===== src/rtl/core/mmr_pkg.sv =====
package mmr_pkg;

  // Fixed field widths of the item, result and configuration ports and of the products.
  localparam int KIND_W    = 2;
  localparam int ROW_W     = 3;
  localparam int VALUE_W   = 16;
  localparam int MUL_W     = 32;
  localparam int PRODUCT_W = 40;
  localparam int CFG_W     = 4;
  localparam int CFG_IDX_W = 2;

  // Item kinds.
  typedef enum logic [KIND_W-1:0] {
    KIND_LOAD_A  = 2'd0,
    KIND_LOAD_B  = 2'd1,
    KIND_COMPUTE = 2'd2
  } kind_e_t;

  // Configuration register indexes.
  typedef enum logic [CFG_IDX_W-1:0] {
    CFG_FIRST_ROW = 2'd0,
    CFG_END_ROW   = 2'd1
  } cfg_idx_t;

  // Sequencer states.
  typedef enum logic [1:0] {
    ST_IDLE,
    ST_STREAM,
    ST_WAIT,
    ST_EMIT
  } state_t;

  // Control flags that travel down the cell chain with each A element.
  typedef struct packed {
    logic valid;
    logic first;
    logic last;
  } tok_t;

endpackage


===== src/rtl/core/mmr_cell.sv =====
module mmr_cell #(
  parameter int DIM = 8
) (
  input  logic                                  clk,
  input  logic                                  rst,
  // Load of one element of this cell's column of B.
  input  logic                                  b_we,
  input  logic [$clog2(DIM)-1:0]                b_row,
  input  logic signed [mmr_pkg::VALUE_W-1:0]    b_value,
  // A element stream from the previous cell.
  input  mmr_pkg::tok_t                         tok_in,
  input  logic [$clog2(DIM)-1:0]                k_in,
  input  logic signed [mmr_pkg::VALUE_W-1:0]    a_in,
  // A element stream to the next cell.
  output mmr_pkg::tok_t                         tok_out,
  output logic [$clog2(DIM)-1:0]                k_out,
  output logic signed [mmr_pkg::VALUE_W-1:0]    a_out,
  // Result shift path toward cell zero.
  input  logic                                  shift_en,
  input  logic signed [mmr_pkg::PRODUCT_W-1:0]  acc_in,
  output logic signed [mmr_pkg::PRODUCT_W-1:0]  acc_out
);

  logic signed [mmr_pkg::VALUE_W-1:0]   b_col [DIM];
  mmr_pkg::tok_t                        prod_tok;
  logic signed [mmr_pkg::MUL_W-1:0]     prod;
  logic signed [mmr_pkg::PRODUCT_W-1:0] acc;

  // Column store of B, written by load items.
  always_ff @(posedge clk) begin
    if (b_we) begin
      b_col[b_row] <= b_value;
    end
  end

  // Register the A element on its way to the neighbor.
  always_ff @(posedge clk) begin
    if (rst) begin
      tok_out <= '0;
    end else begin
      tok_out <= tok_in;
    end
  end

  always_ff @(posedge clk) begin
    k_out <= k_in;
    a_out <= a_in;
  end

  // Multiply stage.
  always_ff @(posedge clk) begin
    if (rst) begin
      prod_tok <= '0;
    end else begin
      prod_tok <= tok_in;
    end
  end

  always_ff @(posedge clk) begin
    prod <= a_in * b_col[k_in];
  end

  // Accumulate stage; the first term of a row restarts the sum. Between rows
  // the accumulators shift toward cell zero to drain the results.
  always_ff @(posedge clk) begin
    if (shift_en) begin
      acc <= acc_in;
    end else if (prod_tok.valid) begin
      if (prod_tok.first) begin
        acc <= mmr_pkg::PRODUCT_W'(prod);
      end else begin
        acc <= acc + mmr_pkg::PRODUCT_W'(prod);
      end
    end
  end

  assign acc_out = acc;

endmodule


===== config.mk =====
export PLATFORM = sky130hd
export DESIGN_NAME = mmr_cell
export DESIGN_NICKNAME = d
export VERILOG_FILES = /design/src/rtl/core/mmr_pkg.sv /design/src/rtl/core/mmr_cell.sv
export SDC_FILE = /design/constraint.sdc
export NUM_CORES = 1
export LEC_CHECK = 0
export BUFFER_PORTS_ARGS = -buffer_cell sky130_fd_sc_hd__buf_2
export CORE_MARGIN = 5
export CORE_UTILIZATION = 62
export DETAILED_ROUTE_END_ITERATION = 8
export GPL_ROUTABILITY_DRIVEN = 0
export PLACE_DENSITY = 0.82
export SLEW_MARGIN = 20
export SYNTH_ARGS = -nofsm -noshare
export SYNTH_HDL_FRONTEND = slang
export SYNTH_SLANG_ARGS = --single-unit
export TNS_END_PERCENT = 30

===== constraint.sdc =====
create_clock -name clk -period 9 [get_ports clk]
set_clock_uncertainty 0.1 [all_clocks]
set_input_delay 0.45 -clock clk [delete_from_list [all_inputs] [get_ports clk]]
set_output_delay 0.45 -clock clk [all_outputs]
set_load 0.01 [all_outputs]

==> run summary <==
status -> finished clean
number of global-route vias before repair -> 14390
WS Path Type -> in -> reg
Post-Layout Cell Count -> 2301
final setup violating endpoints -> 0
DP HPWL -> 32350 µm
Starting Density -> 62.60%
DR WL/cell -> 18.60 µm
Post-Synth Adder-Cell Area -> 34.50%
Post-Synth Simple-Gate Area -> 11.17%
placed insts -> 2258
WHS -> 0.04598 ns
dpl ws -> 0.7953 ns
ant diodes -> 0
Synth Area in XOR/XNOR -> 2.852%
Worst slew margin -> 27.77%
Req. time, crit path -> 9.29 ns
Seq/Total Area, Yosys -> 31.17%
CTS tree -> done
top cell type's share of synthesized area -> 26.79%
drt first pass iters -> 5
Synth async-reset ratio -> 0%
Synth cell types -> 68
Vias/cell -> 5.743
CP startpoint kind -> primary input
Syn Nets -> 2226
Die W -> 188.0 µm
row count -> 65
main combinational cell family by area after synthesis -> adder cells
postcts setup bufs -> 0
Die ar. -> 0.03536 mm²
largest cells by area after synthesis -> fa_1 27%, edfxtp_1 26%, ha_1 7.7%, inv_1 5.7%, dfxtp_1 5.5%
# nets final -> 2351
#FFs+latches synth -> 222
dominant cell type by area after synthesis -> fa_1
GRT overflow -> 0
CTS resizes -> 0
Crit. End Element -> flip-flop
Slew Limit Fails -> 0
pin count of the biggest net entering global routing -> 73
Mapped Area -> 0.01965 mm²
RSZ-0062 raised after global routing -> false
worst min path class -> in -> reg
Arr. time, crit path -> 7.93 ns
CTS sink cnt -> 222
Synth Area in Compound Gates -> 8.360%
Fillers -> 2257
EDFF count, synth -> 168
first-pass GRT wire length -> 71790 µm
clock root cell -> clkbuf_16
Routed WL -> 42800 µm
Least-Margin Pin Slew -> 1.082 ns
period utilisation layout -> 84.88%
DRC Markers -> 0
Max H-tree Level -> 1
Max Freq -> 130.9 MHz
DRT antenna net count -> 0
total track usage -> 24.89%
CTS max path bufs -> 3
endpoints failing hold -> 0
TNS Setup -> 0 ns
Area growth syn-to-layout -> 9.729%
Setup WS post-layout -> 1.361 ns
Skew-Pair Late Insertion Delay -> 0.53 ns
Ports -> 147
DRT iter0 DRCs -> 891
Mapped Cells -> 1757
CTS Buf Count -> 23
DIE HEIGHT -> 188.0 µm
share of post-route cells with drive strength above 1 -> 14.32%
min Tclk post-route -> 7.639 ns
initial antenna violation count -> 1
Worst Path Max Fanout -> 17
yosys warns -> 0
Most used DFF post-synth -> edfxtp_1
max-cap violations -> 0
port bufs -> 146
Clock transition at path regs -> 0.06 ns
DR vias -> 13220
mux share of post-synthesis cell area -> 5.094%
core area -> 0.03139 mm²
Syn Area/Cell -> 11.18 µm²
[per-layer routing]
layer  wire [µm]  GRT usage (%)  vias to the layer above
li1            -              -                     6034
met1       17430          32.42                     6591
met2       21080          43.14                      508
met3        3388          5.324                       80
met4         900          5.844                        2
met5           7              0                        -
[sequential cells by signal (all words and copies together) (netlist names)]
| signal | flops |
|---|---|
| b_col | 128 |
| prod | 32 |
| tok_out | 1 |
| prod_tok | 2 |
| k_out | 3 |
| acc_out | 40 |
| a_out | 16 |
[path summary, 6_finish.rpt]
path	startpoint	end	cells after the start	slack, ns
max	k_in[0]	prod[31]	26	1.36
min	tok_in[1]	prod_tok[1]	2	0.05
min reg2reg	prod[0]	acc_out[0]	2	0.55
max reg2reg	b_col[3][1]	prod[31]	21	1.63
[cells in the final DEF, fill, tap and decap left out, types with 25 or more instances in the layout]
master / n
a21oi_1: 59
and2_1: 44
buf_2: 146
dfxtp_1: 53
edfxtp_1: 168
fa_1: 263
ha_1: 121
inv_1: 298
mux4_2: 32
nand2_1: 152
nand2b_1: 26
nor2_1: 50
nor2b_1: 94
o21a_1: 25
o21ai_0: 46
xnor2_1: 51
[through the flow]
step	util [%]	instance area, µm²
floorplan	-	19650
global placement	66.22	20790
detailed placement	66.22	20790
CTS	68.69	21560
global route	68.69	21560
finish	68.69	21560
[cells in the mapped netlist, drive strengths merged (10+ instances only)]
cell type / instances
a211oi: 14
a21o: 24
a21oi: 59
and2: 44
clkbuf: 54
dfxtp: 54
edfxtp: 168
fa: 263
ha: 121
inv: 298
mux2: 16
mux2i: 10
mux4: 32
nand2: 152
nand2b: 26
nand3: 10
nor2: 56
nor2b: 94
nor3: 17
o211ai: 13
o21a: 25
o21ai: 50
xnor2: 51
xor2: 13
[cell families (layout without fill, tap and decap cells)]
group | Yosys count | in the layout
and+or+nand+nor | 433 | 433
adders and majority gates | 384 | 384
buffers and inverters | 358 | 500
AOI/OAI and AO/OA | 238 | 238
DFF | 222 | 222
xor gates and xnor gates | 64 | 64
muxes | 58 | 58
[area by class of cell]
class	count	area, µm²	area share (%)
Clock buffer	32	660.6	3.064
Clock inverter	10	103.9	0.4816
Inverter	299	1122	5.205
Multi-Input combinational cell	1177	12220	56.65
Sequential cell	222	6127	28.41
Tap cell	402	503.0	2.333
Timing Repair Buffer	159	830.8	3.853
[critical path, cell delays in order]
cell and delay (ns):
buf_2 0.44, buf_4 0.34, buf_4 0.25, mux4_2 0.51
mux2_2 0.42, nand2_1 0.15, fa_1 0.40, inv_1 0.09
fa_1 0.45, fa_1 0.58, fa_1 0.44, fa_1 0.51
inv_1 0.05, fa_1 0.47, inv_1 0.04, ha_1 0.36
a21o_1 0.21, a21o_1 0.17, a211oi_1 0.26, o21ai_0 0.18
a21oi_1 0.20, and2_1 0.18, o21ai_0 0.18, a211o_1 0.31
a21oi_1 0.17, xnor2_1 0.08
[repair_timing]
item | CTS | global route
endpoints found under the hold margin | 2 | 0
hold buffers | 1 | 0
endpoints found under the setup margin | 0 | 0
Power is left out: the tool's default activity adds up to more than one toggle a clock period on the data nets, which glitch-free logic cannot reach.
